## src/rtl/core/mbps_pkg.sv

```systemverilog
// Shared types and constants for the masked byte pattern scanner.
// Used by every module in rtl/core; depends on nothing.
package mbps_pkg;

  localparam int PATTERN_MAX_DEF = 16;
  localparam int OFFSET_BITS_DEF = 32;
  localparam int PATTERN_SLOTS   = 16;
  localparam int MATCH_OFS_W     = 32;
  localparam int QUEUE_DEPTH     = 4;
  localparam int CFG_IDX_W       = 3;
  localparam int CFG_DATA_W      = 64;
  localparam int LEN_CFG_W       = 5;

  localparam logic [CFG_IDX_W-1:0] REG_PATTERN_LOW  = 3'd0;
  localparam logic [CFG_IDX_W-1:0] REG_PATTERN_HIGH = 3'd1;
  localparam logic [CFG_IDX_W-1:0] REG_CARE_MASK    = 3'd2;
  localparam logic [CFG_IDX_W-1:0] REG_PATTERN_LEN  = 3'd3;
  localparam logic [CFG_IDX_W-1:0] REG_REPORT_ALL   = 3'd4;

  localparam logic KIND_MATCH   = 1'b0;
  localparam logic KIND_SUMMARY = 1'b1;

  typedef struct packed {
    logic [7:0] data_byte;
    logic       end_of_buffer;
  } in_item_t;

  typedef struct packed {
    logic                   result_kind;
    logic [MATCH_OFS_W-1:0] match_offset;
    logic                   any_found;
    logic                   last_of_run;
  } out_item_t;

  // One queued job: what a single accepted byte has to emit.
  typedef struct packed {
    logic                   has_match;
    logic                   is_last;
    logic                   any_found;
    logic [MATCH_OFS_W-1:0] match_offset;
  } job_t;

endpackage

```

## src/rtl/core/mbps_front.sv

```systemverilog
// Front end of the scanner: configuration registers, byte window, offset
// counter and the parallel masked compare. Depends on mbps_pkg.
module mbps_front #(
  parameter int PATTERN_MAX = mbps_pkg::PATTERN_MAX_DEF,
  parameter int OFFSET_BITS = mbps_pkg::OFFSET_BITS_DEF
) (
  input  logic                             clk,
  input  logic                             rst_n,
  input  logic                             cfg_valid,
  input  logic [mbps_pkg::CFG_IDX_W-1:0]   cfg_index,
  input  logic [mbps_pkg::CFG_DATA_W-1:0]  cfg_data,
  input  logic                             in_valid,
  output logic                             in_ready,
  input  mbps_pkg::in_item_t               in_data,
  input  logic                             q_full,
  output logic                             q_push,
  output mbps_pkg::job_t                   q_push_data
);

  localparam int IDXW  = (PATTERN_MAX > 1) ? $clog2(PATTERN_MAX) : 1;
  localparam int LENW  = $clog2(PATTERN_MAX + 1);
  localparam int CMPW  = (LENW > mbps_pkg::LEN_CFG_W) ? LENW : mbps_pkg::LEN_CFG_W;
  localparam int WIDEW = (OFFSET_BITS > mbps_pkg::MATCH_OFS_W) ?
                         OFFSET_BITS : mbps_pkg::MATCH_OFS_W;

  logic [63:0]                       pat_lo_r;
  logic [63:0]                       pat_hi_r;
  logic [mbps_pkg::PATTERN_SLOTS-1:0] care_r;
  logic [mbps_pkg::LEN_CFG_W-1:0]    len_r;
  logic                              report_all_r;

  logic [7:0]             window_r   [PATTERN_MAX];
  logic [7:0]             window_nxt [PATTERN_MAX];
  logic [OFFSET_BITS-1:0] seen_r;
  logic [OFFSET_BITS-1:0] seen_nxt;
  logic                   mseen_r;
  logic                   mseen_nxt;

  logic [127:0]           pat_all;
  logic [CMPW-1:0]        len_w;
  logic [LENW-1:0]        len_eff;
  logic [PATTERN_MAX-1:0] pos_eq;
  logic                   hit;
  logic                   match_fire;
  logic                   accept;
  logic [OFFSET_BITS-1:0] ofs_full;
  logic [WIDEW-1:0]       ofs_wide;

  always_ff @(posedge clk) begin
    if (!rst_n) begin
      pat_lo_r     <= '0;
      pat_hi_r     <= '0;
      care_r       <= '0;
      len_r        <= mbps_pkg::LEN_CFG_W'(1);
      report_all_r <= 1'b1;
    end else if (cfg_valid) begin
      case (cfg_index)
        mbps_pkg::REG_PATTERN_LOW:  pat_lo_r     <= cfg_data;
        mbps_pkg::REG_PATTERN_HIGH: pat_hi_r     <= cfg_data;
        mbps_pkg::REG_CARE_MASK:    care_r       <= cfg_data[mbps_pkg::PATTERN_SLOTS-1:0];
        mbps_pkg::REG_PATTERN_LEN:  len_r        <= cfg_data[mbps_pkg::LEN_CFG_W-1:0];
        mbps_pkg::REG_REPORT_ALL:   report_all_r <= cfg_data[0];
        default: ;
      endcase
    end
  end

  assign pat_all = {pat_hi_r, pat_lo_r};
  assign len_w   = (CMPW'(len_r) > CMPW'(PATTERN_MAX)) ? CMPW'(PATTERN_MAX) : CMPW'(len_r);
  assign len_eff = LENW'(len_w);
  assign accept  = in_valid && in_ready;
  assign in_ready = !q_full;

  // The newest byte sits at index 0; pattern byte j lines up with
  // window entry len-1-j so that the last pattern byte meets the newest byte.
  always_comb begin
    window_nxt[0] = in_data.data_byte;
    for (int i = 1; i < PATTERN_MAX; i++) begin
      window_nxt[i] = window_r[i-1];
    end
    for (int j = 0; j < PATTERN_MAX; j++) begin
      pos_eq[j] = 1'b1;
      if ((j < mbps_pkg::PATTERN_SLOTS) && (j < int'(len_eff)) && care_r[j & 15]) begin
        pos_eq[j] = (window_nxt[IDXW'(int'(len_eff) - 1 - j)] == pat_all[(j & 15)*8 +: 8]);
      end
    end
  end

  assign seen_nxt = (seen_r == {OFFSET_BITS{1'b1}}) ? seen_r : seen_r + OFFSET_BITS'(1);
  assign hit = (len_eff != '0) && (seen_nxt >= OFFSET_BITS'(len_eff)) && (&pos_eq);
  assign match_fire = hit && (report_all_r || !mseen_r);
  assign mseen_nxt = mseen_r || match_fire;
  assign ofs_full = seen_nxt - OFFSET_BITS'(len_eff);
  assign ofs_wide = WIDEW'(ofs_full);

  assign q_push = accept && (match_fire || in_data.end_of_buffer);
  always_comb begin
    q_push_data.has_match    = match_fire;
    q_push_data.is_last      = in_data.end_of_buffer;
    q_push_data.any_found    = mseen_nxt;
    q_push_data.match_offset = ofs_wide[mbps_pkg::MATCH_OFS_W-1:0];
  end

  always_ff @(posedge clk) begin
    if (!rst_n) begin
      for (int i = 0; i < PATTERN_MAX; i++) window_r[i] <= '0;
      seen_r  <= '0;
      mseen_r <= 1'b0;
    end else if (accept) begin
      if (in_data.end_of_buffer) begin
        for (int i = 0; i < PATTERN_MAX; i++) window_r[i] <= '0;
        seen_r  <= '0;
        mseen_r <= 1'b0;
      end else begin
        for (int i = 0; i < PATTERN_MAX; i++) window_r[i] <= window_nxt[i];
        seen_r  <= seen_nxt;
        mseen_r <= mseen_nxt;
      end
    end
  end

endmodule

```

## src/rtl/core/mbps_queue.sv

```systemverilog
// Short job queue between the front end and the result stage.
// Depends on mbps_pkg for the job type and depth.
module mbps_queue (
  input  logic           clk,
  input  logic           rst_n,
  input  logic           push,
  input  mbps_pkg::job_t push_data,
  output logic           full,
  input  logic           pop,
  output logic           head_valid,
  output mbps_pkg::job_t head_data
);

  localparam int AW = $clog2(mbps_pkg::QUEUE_DEPTH);

  mbps_pkg::job_t entry_r [mbps_pkg::QUEUE_DEPTH];
  logic [AW-1:0]  wr_ptr_r;
  logic [AW-1:0]  rd_ptr_r;
  logic [AW:0]    count_r;
  logic [AW:0]    count_nxt;
  logic           do_push;
  logic           do_pop;

  assign full       = (count_r == (AW+1)'(mbps_pkg::QUEUE_DEPTH));
  assign head_valid = (count_r != '0);
  assign head_data  = entry_r[rd_ptr_r];
  assign do_push    = push && !full;
  assign do_pop     = pop && head_valid;

  always_comb begin
    count_nxt = count_r;
    if (do_push && !do_pop) count_nxt = count_r + (AW+1)'(1);
    if (!do_push && do_pop) count_nxt = count_r - (AW+1)'(1);
  end

  always_ff @(posedge clk) begin
    if (do_push) entry_r[wr_ptr_r] <= push_data;
  end

  always_ff @(posedge clk) begin
    if (!rst_n) begin
      wr_ptr_r <= '0;
      rd_ptr_r <= '0;
      count_r  <= '0;
    end else begin
      if (do_push) wr_ptr_r <= wr_ptr_r + AW'(1);
      if (do_pop)  rd_ptr_r <= rd_ptr_r + AW'(1);
      count_r <= count_nxt;
    end
  end

endmodule

```

## src/rtl/core/mbps_back.sv

```systemverilog
// Result stage: turns queued jobs into match and summary items and holds
// them in the output register. Depends on mbps_pkg.
module mbps_back (
  input  logic                clk,
  input  logic                rst_n,
  input  logic                q_valid,
  input  mbps_pkg::job_t      q_head,
  output logic                q_pop,
  output logic                out_valid,
  input  logic                out_ready,
  output mbps_pkg::out_item_t out_data
);

  logic                out_valid_r;
  logic                out_valid_nxt;
  mbps_pkg::out_item_t out_r;
  mbps_pkg::out_item_t out_nxt;
  logic                pend_r;
  logic                pend_nxt;
  logic                pend_any_r;
  logic                pend_any_nxt;
  logic                load;

  assign load  = !out_valid_r || out_ready;
  assign q_pop = load && !pend_r && q_valid;

  // A job with both a match and an end mark emits the match first and
  // parks the summary in pend_r until the output register can take it.
  always_comb begin
    out_valid_nxt = out_valid_r;
    out_nxt       = out_r;
    pend_nxt      = pend_r;
    pend_any_nxt  = pend_any_r;
    if (load) begin
      out_valid_nxt = 1'b0;
      if (pend_r) begin
        out_valid_nxt        = 1'b1;
        out_nxt.result_kind  = mbps_pkg::KIND_SUMMARY;
        out_nxt.match_offset = '0;
        out_nxt.any_found    = pend_any_r;
        out_nxt.last_of_run  = 1'b1;
        pend_nxt             = 1'b0;
      end else if (q_valid) begin
        out_valid_nxt = 1'b1;
        if (q_head.has_match) begin
          out_nxt.result_kind  = mbps_pkg::KIND_MATCH;
          out_nxt.match_offset = q_head.match_offset;
          out_nxt.any_found    = 1'b0;
          out_nxt.last_of_run  = !q_head.is_last;
          pend_nxt             = q_head.is_last;
          pend_any_nxt         = q_head.any_found;
        end else begin
          out_nxt.result_kind  = mbps_pkg::KIND_SUMMARY;
          out_nxt.match_offset = '0;
          out_nxt.any_found    = q_head.any_found;
          out_nxt.last_of_run  = 1'b1;
        end
      end
    end
  end

  always_ff @(posedge clk) begin
    out_r      <= out_nxt;
    pend_any_r <= pend_any_nxt;
    if (!rst_n) begin
      out_valid_r <= 1'b0;
      pend_r      <= 1'b0;
    end else begin
      out_valid_r <= out_valid_nxt;
      pend_r      <= pend_nxt;
    end
  end

  assign out_valid = out_valid_r;
  assign out_data  = out_r;

endmodule

```

## src/rtl/core/masked_byte_pattern_scanner.sv

```systemverilog
// Top level of the masked byte pattern scanner.
// Instantiates mbps_front, mbps_queue and mbps_back; depends on mbps_pkg.
//
// The scanner takes one byte per clock cycle, sustained, whenever the result
// side keeps up: the masked compare of all pattern positions against the
// window is done in the cycle the byte is accepted, and the result stage
// drains one job per cycle into the output register when it is not stalled
// and no summary is parked. Each byte's job goes through the job queue into
// the output register, which presents its first result. An end-of-buffer
// byte that also completes a match yields two items, match then summary,
// which the four-entry job queue absorbs. No clearing pass follows reset.
// Configuration is taken every cycle and must only be written while idle.
module masked_byte_pattern_scanner #(
  parameter int PATTERN_MAX = mbps_pkg::PATTERN_MAX_DEF,
  parameter int OFFSET_BITS = mbps_pkg::OFFSET_BITS_DEF
) (
  input  logic                            clk,
  input  logic                            rst_n,
  input  logic                            cfg_valid,
  output logic                            cfg_ready,
  input  logic [mbps_pkg::CFG_IDX_W-1:0]  cfg_index,
  input  logic [mbps_pkg::CFG_DATA_W-1:0] cfg_data,
  input  logic                            in_valid,
  output logic                            in_ready,
  input  mbps_pkg::in_item_t              in_data,
  output logic                            out_valid,
  input  logic                            out_ready,
  output mbps_pkg::out_item_t             out_data
);

  logic           q_full;
  logic           q_push;
  mbps_pkg::job_t q_push_data;
  logic           q_pop;
  logic           q_valid;
  mbps_pkg::job_t q_head;

  assign cfg_ready = 1'b1;

  mbps_front #(
    .PATTERN_MAX(PATTERN_MAX),
    .OFFSET_BITS(OFFSET_BITS)
  ) u_front (
    .clk        (clk),
    .rst_n      (rst_n),
    .cfg_valid  (cfg_valid),
    .cfg_index  (cfg_index),
    .cfg_data   (cfg_data),
    .in_valid   (in_valid),
    .in_ready   (in_ready),
    .in_data    (in_data),
    .q_full     (q_full),
    .q_push     (q_push),
    .q_push_data(q_push_data)
  );

  mbps_queue u_queue (
    .clk       (clk),
    .rst_n     (rst_n),
    .push      (q_push),
    .push_data (q_push_data),
    .full      (q_full),
    .pop       (q_pop),
    .head_valid(q_valid),
    .head_data (q_head)
  );

  mbps_back u_back (
    .clk      (clk),
    .rst_n    (rst_n),
    .q_valid  (q_valid),
    .q_head   (q_head),
    .q_pop    (q_pop),
    .out_valid(out_valid),
    .out_ready(out_ready),
    .out_data (out_data)
  );

endmodule

```

## config.mk

```make
export PLATFORM = sky130hd
export DESIGN_NAME = masked_byte_pattern_scanner
export DESIGN_NICKNAME = d
export VERILOG_FILES = /design/src/rtl/core/mbps_pkg.sv /design/src/rtl/core/mbps_front.sv /design/src/rtl/core/mbps_queue.sv /design/src/rtl/core/mbps_back.sv /design/src/rtl/core/masked_byte_pattern_scanner.sv
export SDC_FILE = /design/constraint.sdc
export NUM_CORES = 1
export LEC_CHECK = 0
export ABC_CLOCK_PERIOD_IN_PS = 16379
export BUFFER_PORTS_ARGS = -buffer_cell sky130_fd_sc_hd__buf_2
export CAP_MARGIN = 20
export CORE_MARGIN = 2
export CORE_UTILIZATION = 44
export CTS_CLUSTER_DIAMETER = 200
export DETAILED_ROUTE_END_ITERATION = 16
export PLACE_DENSITY = 0.67
export SETUP_SLACK_MARGIN = 0.5
export SYNTH_ARGS = -nofsm -noshare
export SYNTH_HDL_FRONTEND = slang
export SYNTH_SLANG_ARGS = --single-unit
```

## constraint.sdc

```tcl
create_clock -name clk -period 16.38 [get_ports clk]
set_input_delay 1.638 -clock clk [delete_from_list [all_inputs] [get_ports clk]]
set_output_delay 1.638 -clock clk [all_outputs]
set_load 0.05 [all_outputs]
```

# --- Word-level counts from Yosys, hierarchy flattened ---
# Memories as Yosys holds them, arrays and structs flattened. A register that Yosys moved wholly into a read port is not among the register bits.
# Cells that the tools add are included.
word_totals:
  ramBits: 268
  reg_bits: 228
  n_memories: 2
  word_cells: 320
  out_inout_bits: 38
  in_bits: 81
mem_list:
  columns: ["memory", "depth", "word_bits", "rd", "rd_ports_with_merged_regs", "write_ports", "line_no", "text"]
  rows:
  - ["u_queue.entry_r", 4, 35, 1, 1, 1, "mbps_queue.sv:16", "mbps_pkg::job_t entry_r [mbps_pkg::QUEUE_DEPTH];"]
  - ["u_front.window_r", 16, 8, 15, 0, 16, "mbps_front.sv:32", "logic [7:0] window_r [PATTERN_MAX];"]
classes:
  n_mux: 123
  magnitude_cmp: 34
  addsub: 22
  eq_ne: 22
  bitwise: 49
  reduce_logical: 51
ops:
  columns: ["cell", "count"]
  rows:
  - ["8-bit binary-select mux with 4-bit select", 16]
  - ["8-bit two-way mux", 64]
  - ["8-bit == test", 16]
  - ["4-bit by 5-bit >= comparator with 1-bit output, second input constant", 16]
  - ["35-bit two-way mux", 2]
  - ["32-bit two-way mux", 2]
  - ["4-bit inverter", 16]
  - ["4-bit by 5-bit less-than comparator with 1-bit output, first input constant", 8]
  - ["1-bit two-way mux", 33]
  - ["32-bit by 1-bit adder with 32-bit output, second input constant", 1]
  - ["32-bit == test, second input constant", 1]
  - ["32-bit by 5-bit >= comparator with 1-bit output", 1]
  - ["1-bit OR", 32]
  - ["32-bit by 5-bit subtractor with 32-bit output", 1]
  - ["4-bit subtractor, second input constant", 8]
  - ["1-bit logical AND", 27]
  - ["3-bit by 5-bit less-than comparator with 1-bit output, first input constant", 4]
  - ["16-bit AND reduction", 1]
  - ["4-bit by 3-bit subtractor with 4-bit output, second input constant", 4]
  - ["2-bit AND reduction", 6]
  - ["1-bit by 5-bit less-than comparator with 1-bit output, first input constant", 2]
  - ["2-bit by 5-bit less-than comparator with 1-bit output, first input constant", 2]
  - ["4-bit by 1-bit subtractor with 4-bit output, second input constant", 2]
  - ["4-bit by 2-bit subtractor with 4-bit output, second input constant", 2]
  - ["other kinds (18)", 34]

# --- Logic depth before layout (Yosys ltp) ---
# Gate-level depths: netlist (run 1).
logic_depth:
  word_depth: 19
  mapped_depth: 34
  mapped_depth_nobuf: 24

# --- Modules after synthesis ---
# A second synthesis (run 1) with hierarchy kept.
unflattened:
  hier_cells: 2994
  area_unflattened_um2: 30272.8
modules_own_cells:
  columns: ["module", "area_each_um2", "seq_area_each_um2", "instances", "cells_per_inst"]
  rows:
  - ["mbps_front", 23147.2, 7186.9, 1, 2670]
  - ["mbps_queue", 5600.4, 4384.2, 1, 235]
  - ["mbps_back", 1514.0, 1121.1, 1, 87]
  - ["masked_byte_pattern_scanner", 11.3, 0.0, 1, 2]

# --- Least setup slack after synthesis (run 1) ---
# Ideal clock, no wire load.
synth_timing:
  path_kind: "register to register"
  start: "register u_front.len_r[0] (netlist bit)"
  end: "memory u_queue.entry_r[0][0] (netlist bit), enable pin"
  slack_ns: 9.344
  arrival_ns: 6.646
  stages_incl_launch_ff: 28
  n_path_buf: 11
  required_time_ns: 15.990
  setup_time_ns: 0.390
  period_less_slack_ns: 7.036
  cell_sequence: "dfxtp_1 > buf_4 > and2b_1 > buf_6 > inv_4 > buf_4 > buf_2 > buf_1 > ha_1 > clkbuf_1 > inv_1 > buf_2 > clkbuf_1 > ha_1 > buf_1 > nor2b_1 > o221ai_1 > o211ai_1 > xnor2_2 > buf_2 > mux4_2 > a22oi_1 > xor2_1 > a2111oi_0 > and4_1 > and2_1 > buf_4 > o211a_1"
synth_rtl:
  columns: ["element", "line_no", "text"]
  rows:
  - ["start: declaration", "mbps_front.sv:29", "logic [mbps_pkg::LEN_CFG_W-1:0] len_r;"]
  - ["start signal: assignment", "mbps_front.sv:54", "len_r <= mbps_pkg::LEN_CFG_W'(1);"]
  - ["start signal: assignment", "mbps_front.sv:61", "mbps_pkg::REG_PATTERN_LEN: len_r <= cfg_data[mbps_pkg::LEN_CFG_W-1:0];"]
  - ["end: declaration", "mbps_queue.sv:16", null]

# --- Worst setup path in the final report (run 1) ---
layout_timing:
  start: "register u_front.len_r[4] (netlist bit)"
  end: "register u_queue.count_r[2]"
layout_via:
  elab_chain_cells: 19
  word_cells_on_any_way: 160
  classes_between: "add/sub: 16; order compare: 18; eq/ne: 16; mux: 66; bitwise: 16; reduce/logical: 28"
layout_rtl:
  columns: ["element", "line_no", "text"]
  rows:
  - ["5-bit greater-than comparator", "mbps_front.sv:69", "assign len_w = (CMPW'(len_r) > CMPW'(PATTERN_MAX)) ? CMPW'(PATTERN_MAX) : CMPW'(len_r);"]
  - ["5-bit two-way mux *", "mbps_front.sv:69", null]
  - ["4-bit by 1-bit subtractor with 4-bit output", "mbps_front.sv:84", "pos_eq[j] = (window_nxt[IDXW'(int'(len_eff) - 1 - j)] == pat_all[(j & 15)*8 +: 8]);"]
  - ["4-bit by 2-bit subtractor with 4-bit output (tied with other cells)", "mbps_front.sv:84", null]
  - ["4-bit inverter (not written as such)", "mbps_front.sv:84", null]
  - ["8-bit binary-select mux with 4-bit select", "mbps_front.sv:84", null]
  - ["8-bit two-way mux (not written as such) (2 in series)", "mbps_front.sv:84", null]
  - ["8-bit == test", "mbps_front.sv:84", null]
  - ["[2 not listed]", null, null]
  - ["1-bit logical AND *", "mbps_front.sv:90", "assign hit = (len_eff != '0) && (seen_nxt >= OFFSET_BITS'(len_eff)) && (&pos_eq);"]
  - ["1-bit logical AND *", "mbps_front.sv:91", "assign match_fire = hit && (report_all_r || !mseen_r);"]
  - ["1-bit logical OR *", "mbps_front.sv:96", "assign q_push = accept && (match_fire || in_data.end_of_buffer);"]
  - ["1-bit logical AND *", "mbps_front.sv:96", null]
  - ["1-bit logical AND *", "mbps_queue.sv:27", "assign do_push = push && !full;"]
  - ["1-bit zero test", "mbps_queue.sv:33", "if (!do_push && do_pop) count_nxt = count_r - (AW+1)'(1);"]
  - ["1-bit logical AND", "mbps_queue.sv:33", null]
  - ["3-bit two-way mux / 2-bit nonzero test (equally long branches)", null, null]
  - ["end signal: assignment", "mbps_queue.sv:48", "count_r <= count_nxt;"]
  - ["end: declaration", "mbps_queue.sv:19", "logic [AW:0] count_r;"]
# Every way passes the cells marked *; elsewhere a longest branch is shown, timed or not. The select of a mux whose other input is x is not followed.
# A chain may end at the register's enable or synchronous reset.

==> metrics, run 1 <==
maximum clock path buffer count=3; Sink Count=490; internal reg-to-reg setup slack=7970 ps; crit share post-route=51.3%; achievable clock frequency=119 MHz; H-Tree Depth=2; critical path class=reg2reg; syn nets=2915; skew final=41.1 ps; Via density=6.29; area of the multi-input gates=15900 um2; Die X=263 um; Tightest Pin Transition=1480 ps; Initial Util=44.2%; CTS tree=done; DR vias=23500; Post-CTS Repair Setup Buffers=0; met1 WL=39.6 mm; core area=66800 um2; crit path launch type=flop; hold_sp=u_front.care_r[4]; worst reg2reg path depth=25; Syn-to-layout area delta=10.1%; CP Data Required Time=16930 ps; Global Route Usage Sum=27.8%; reg-to-reg endpoint=u_queue.count_r[2]; initial DRC count=3195; hold depth=2; cells after synthesis=2809; Post-Synthesis Cell Area=29500 um2; Die Height=263 um; number of gates resized after CTS=0; VDD IR max=108 uV; final hold viol count=0; Detailed Route WL=98.5 mm; met3 WL=8.32 mm; EDFF count, synth=288; Detail Route met2 WL=44.4 mm; WP data arrival=8950 ps; Worst Hold End=u_front.care_r[4]; slowest stage cell, crit path=xnor2_4; GP Congestion=1.05; CTS root buf=clkbuf_16; dpl cell area=30700 um2; WL/cell=26.4 um; Power Density=124 nW/um2; Fin Setup TNS=0 ps; slowest stage delay, CP=870 ps; Primary FF master, synth=edfxtp_1; Seq. cell area=12700 um2; row count=95; first-pass GRT wire length=146 mm; Synth cell types=88; Highest Signal Layer=met5; P_leak=12.6 nW; Layout Nets=2922; CTS clk-pin slew, worst paths=60 ps; io pins=119; Final setup viols=0; antenna violations before repair=4; final slew viol count=0; Post-Syn Area per Cell=10.5 um2; number of max-cap violations=0; status=finished, final reports clean; vias in the first global route=22500; hpwl dp=70.5 mm; DRC errors left=0; Clock Latency Late Sink=640 ps; sequential area share after synthesis=43.0%; TritonCTS Buffers=53; setup repair after global routing missed its margin=false; overflow left after global routing=0; Slew HR=1.38%; final std cell area, no fill=32500 um2; reg-to-reg startpoint=u_front.len_r[4]; Crit Path Max Fanout=44; crit path time final=8410 ps; Pre-Repair DR Iteration Count=8; antenna viol nets, final=0; die area=69200 um2; worst min path class=reg2reg; worst hold slack=473 ps; Fillers=6019; Critical Path End Type=flop; largest net degree at the start of global routing=143; Syn. warnings=0; Synth Register Bits=490; IO buf count=117; Non-Filler Instances=3734; cts hold-fix bufs=0; post-route core utilization=48.7%; ys async rst share=0%; # placed instances=3629; share of cells above drive strength 1=14.6%
-- where the power goes --
group	switching (mW)	internal (mW)	leakage [nW]	total, mW
registers	0.108	1.53	4.53	1.64
logic	0.770	0.415	7.18	1.18
clock network	0.528	0.686	0.871	1.21
total	1.41	2.63	12.6	4.04
-- Yosys cell counts, drive strengths merged, types with 5 or more instances --
master	n	area, um2
and4	7	61.3
nor2	83	312
o21ai	73	365
buf	69	353
a31oi	23	144
inv	43	164
xnor2	103	951
nand3b	13	97.6
clkbuf	141	529
nand4	16	106
and2	34	213
mux2	15	169
ha	23	288
nand2	424	1590
o211ai	13	97.6
mux4	114	2570
o2111ai	13	114
o31ai	5	42.5
xor2	99	867
a211oi	14	105
a21oi	55	275
or2	6	37.5
mux2i	276	2760
dfxtp	202	4040
a22oi	32	240
or3	10	62.6
nand2b	16	100
o22a	5	43.8
nor2b	62	388
nor4	24	171
a2111oi	8	83.8
nand3	42	210
nor3b	18	140
o221ai	7	61.3
a32o	7	70.1
nor3	25	130
a21o	9	67.6
o22ai	37	231
a221oi	23	201
edfxtp	288	8650
a21boi	161	1210
or4	5	37.5
and3	120	751
-- metal layers --
layer  up-vias  global-route usage, %
li1      10400                      -
met1     11700                   35.9
met2      1156                   43.2
met3       254                   6.57
met4         4                   15.2
met5         -                      0
-- metrics by stage --
stage / power, mW / setup slack, ps
4_1_cts: 4.04 / 7620
3_5_place_dp: 2.83 / 7630
6_report: 4.04 / 7970
5_1_grt: 4.19 / 7460
3_3_place_gp: 2.80 / 7760
2_1_floorplan: 2.47 / 9340
-- worst max path at each step --
stage                          start               endpoint  slack [ps]  cells past startpoint
CTS                 u_front.len_r[4]     u_queue.count_r[2]        7620                     24
floorplan           u_front.len_r[0]  u_queue.entry_r[0][0]        9340                     27
finish              u_front.len_r[4]     u_queue.count_r[2]        7970                     25
global placement    u_front.len_r[4]     u_queue.count_r[2]        7760                     24
detailed placement  u_front.len_r[4]     u_queue.count_r[2]        7630                     24
global route        u_front.len_r[4]     u_queue.count_r[2]        7460                     25
-- state kept, by name, summed over array words and instances (netlist names), 2 cells and up, named ones only --
register and count:
u_queue.entry_r 140, u_front.window_r 120, u_queue.wr_ptr_r 2, u_back.out_data 35
u_front.seen_r 32, u_queue.count_r 3, u_front.pat_lo_r 64, u_front.len_r 5
u_front.care_r 16, u_front.pat_hi_r 64, u_queue.rd_ptr_r 2
-- critical path: cells and delay by family, from the launching register on --
family	cells	cell delay (ps)
AOI/OAI and AO/OA	6	1200
xor gates and xnor gates	2	940
adders and majority gates	4	1330
buffers and inverters	6	1750
DFF	1	290
muxes	2	730
and+or+nand+nor	5	1990
-- area by class of cell --
class | instances | area share [%]
repair buffers | 162 | 2.87
flip-flops and latches | 490 | 39.0
multi-input cells | 2065 | 48.8
clock inverters | 27 | 0.811
well taps | 873 | 3.36
clock buffers | 72 | 4.65
inverters | 44 | 0.515
diodes | 1 | 0.00769
-- placed cells by master, fill, tap and decap left out, drive strengths merged, types with 16 or more instances in the layout --
cell type,netlist,routed
and3,120,120
nor3b,18,18
mux4,114,114
o22ai,37,37
a21boi,161,161
a22oi,32,32
nand4,16,16
dfxtp,202,202
clkinv,1,21
inv,43,46
nor4,24,24
a31oi,23,23
ha,23,23
edfxtp,288,288
nand2b,16,16
clkbuf,141,74
nor2,83,83
and2,34,34
a21oi,55,55
mux2i,276,276
nand2,424,424
a221oi,23,23
buf,69,160
xor2,99,99
nor2b,62,62
o21ai,73,73
nand3,42,42
xnor2,103,103
nor3,25,25
-- cells by family (layout without fill, tap and decap cells) --
group                    count (synthesis)  after routing  synth area share, %
buffers and inverters                  254            305                 3.55
XOR/XNOR                               202            202                 6.15
AND/OR/NAND/NOR                        912            912                 15.2
multiplexers                           405            405                 18.6
other                                    1              2               0.0127
flip-flops                             490            490                 43.0
AO/OA/AOI/OAI                          520            520                 12.4
adder cells (fa/ha/maj)                 25             25                 1.11
No activity file was read; power rests on OpenSTA's default activity.
==> run 2: changes to the inputs <==
--- a/config.mk
+++ b/config.mk
@@ -5,14 +5,15 @@
 export SDC_FILE = /design/constraint.sdc
 export NUM_CORES = 1
 export LEC_CHECK = 0
-export ABC_CLOCK_PERIOD_IN_PS = 16379
+export ABC_AREA = 1
+export ABC_CLOCK_PERIOD_IN_PS = 6750
 export BUFFER_PORTS_ARGS = -buffer_cell sky130_fd_sc_hd__buf_2
 export CAP_MARGIN = 20
 export CORE_MARGIN = 2
 export CORE_UTILIZATION = 44
 export CTS_CLUSTER_DIAMETER = 200
 export DETAILED_ROUTE_END_ITERATION = 16
-export PLACE_DENSITY = 0.67
+export PLACE_DENSITY = 0.69
 export SETUP_SLACK_MARGIN = 0.5
 export SYNTH_ARGS = -nofsm -noshare
 export SYNTH_HDL_FRONTEND = slang
==> constraint.sdc (replaced) <==
create_clock -name clk -period 6.75 [get_ports clk]
set_input_delay 0.675 -clock clk [delete_from_list [all_inputs] [get_ports clk]]
set_output_delay 0.675 -clock clk [all_outputs]
set_load 0.05 [all_outputs]
==> metrics, run 2 <==
first-pass GRT wire length=152 mm; commonest cells in the synthesized netlist=nand2_1 (1251), nand3_1 (802), nor2_1 (502); core area=67000 um2; WP data arrival=6210 ps; final hold viol count=0; Largest register FFs=140; DRC errors left=0; Synth cell types=44; crit share post-route=84.3%; skew final=39.6 ps; TritonCTS Buffers=55; initial DRC count=3802; Detailed Route WL=100 mm; CTS clk-pin slew, worst paths=70 ps; Global Route Usage Sum=28.1%; Post-Syn Area per Cell=6.96 um2; Tightest Pin Transition=1180 ps; Initial Util=44.3%; overflow left after global routing=0; Syn-to-layout area delta=9.74%; CP most frequent cell=nand2_1; setup repair after global routing missed its margin=false; crit path time final=5690 ps; Final Power=10.5 mW; Synth top area share=29.1%; CTS tree=done; CP Buf/Inv Count=4; largest net degree at the start of global routing=82; cells after synthesis=4272; VDD IR max=256 uV; worst min path class=in2reg; Power Density=322 nW/um2; Crit Path Max Fanout=7; Synth area leaders=edfxtp_1 (29%), nand2_1 (16%), dfxtp_1 (14%); slowest stage cell, crit path=fa_1; antenna viol nets, final=0; number of max-cap violations=0; largest reg by FF count=u_queue.entry_r; commonest non-fill, non-tap cell in the layout=nand2_1; WL/cell=19.4 um; P_leak=14.2 nW; status=finished, final reports clean; Die Height=264 um; most frequent cells in the layout=nand2_1 (1247), nand3_1 (802), nor2_1 (502); Pre-Repair DR Iteration Count=9; count leader, synth=nand2_1; antenna violations before repair=2; Layout Nets=4365; cts hold-fix bufs=0; io pins=119; Largest regs=u_queue.entry_r x140, u_front.window_r x120; share of cells above drive strength 1=7.15%; GP Congestion=0.986; CTS root buf=clkbuf_16; Post-Synthesis Cell Area=29700 um2; hpwl dp=72.3 mm; Clock Latency Late Sink=640 ps; Post-CTS Repair Setup Buffers=0; Sink Count=490; IO buf count=117; Final setup viols=0; DR vias=28900; EDFF count, synth=288; achievable clock frequency=176 MHz; die area=69700 um2; critical path class=reg2reg; Fin Setup TNS=0 ps; Critical Path End Type=flop; H-Tree Depth=2; final slew viol count=0; row count=95; sequential area share after synthesis=42.7%; number of gates resized after CTS=0; syn nets=4378; slowest stage delay, CP=480 ps; CP top delay family=simple AND/OR/NAND/NOR gates; crit path launch type=flop; Slew HR=21.0%; Synth Register Bits=490; Via density=5.58; CP Data Required Time=7270 ps; ys async rst share=0%; Die X=264 um; Syn. warnings=0; maximum clock path buffer count=3; vias in the first global route=25600; Primary FF master, synth=edfxtp_1; Synth area leader=edfxtp_1
[run 2: changes by cell type after synthesis, moves of 161 or more]
cell / before / now
nor2_1: 83 / 502
nand3_1: 42 / 802
inv_1: 36 / 319
a21boi_0: 161 / 0
mux2i_1: 276 / 0
nand2_1: 424 / 1251
o21ai_0: 69 / 242
[run 2: worst paths after layout]
kind,from,to,slack [ps],cells after the start
max,u_front.seen_r[0],u_queue.count_r[2],1060,33
min,cfg_data[44],u_front.pat_hi_r[44],270,3
max reg2reg,u_front.seen_r[0],u_queue.count_r[2],1060,33
min reg2reg,u_front.pat_hi_r[26],u_front.pat_hi_r[26],470,2
[run 2: per-layer routing]
| layer | track usage (%) | wire length (um) |
|---|---|---|
| met5 | 0 | 0 |
| met4 | 11.5 | 4550 |
| met3 | 6.13 | 11100 |
| met2 | 40.6 | 41600 |
| met1 | 40.5 | 43300 |
[run 2: tightest hold or removal path, delay by kind of cell]
family | cells | cell delay, ps
and+or+nand+nor | 2 | 120
buffers and inverters | 1 | 90
[run 2: cell type report]
type                            count  area, um2
Antenna cell                        2       5.00
Clock buffer                       68       1470
Clock inverter                     36        417
Fill cell                        6687      34400
Inverter                          327       1230
Multi-Input combinational cell   3222      14800
Sequential cell                   490      12700
Tap cell                          873       1090
Timing Repair Buffer              163        958
[run 2: where the power goes]
group	internal, mW	switching [mW]
clock	1.80	1.35
sequential	3.70	0.148
combinational	0.909	2.61
total	6.40	4.11
[run 2: metrics by stage]
step / instances / instance area, um2 / utilization (%) / setup slack, ps / hold slack [ps]
after floorplan: 4272 / 29700 / - / 1380 / 430
after global placement: 5075 / 30700 / 45.8 / 1140 / 451
after detailed placement: 5075 / 30700 / 45.8 / 1150 / 461
after CTS: 5179 / 32600 / 48.7 / 1100 / 246
after global routing: 5179 / 32600 / 48.7 / 632 / 280
final: 5181 / 32600 / 48.7 / 1060 / 269
[run 2: kinds of logic after synthesis]
logic type / after synthesis / share of synthesized area [%]
compound gates: 442 / 7.59
buf+inv: 560 / 7.84
simple gates: 2689 / 38.8
xor+xnor: 65 / 1.92
flops: 490 / 42.7
other cells: 1 / 0.0126
fa+ha+maj: 25 / 1.10
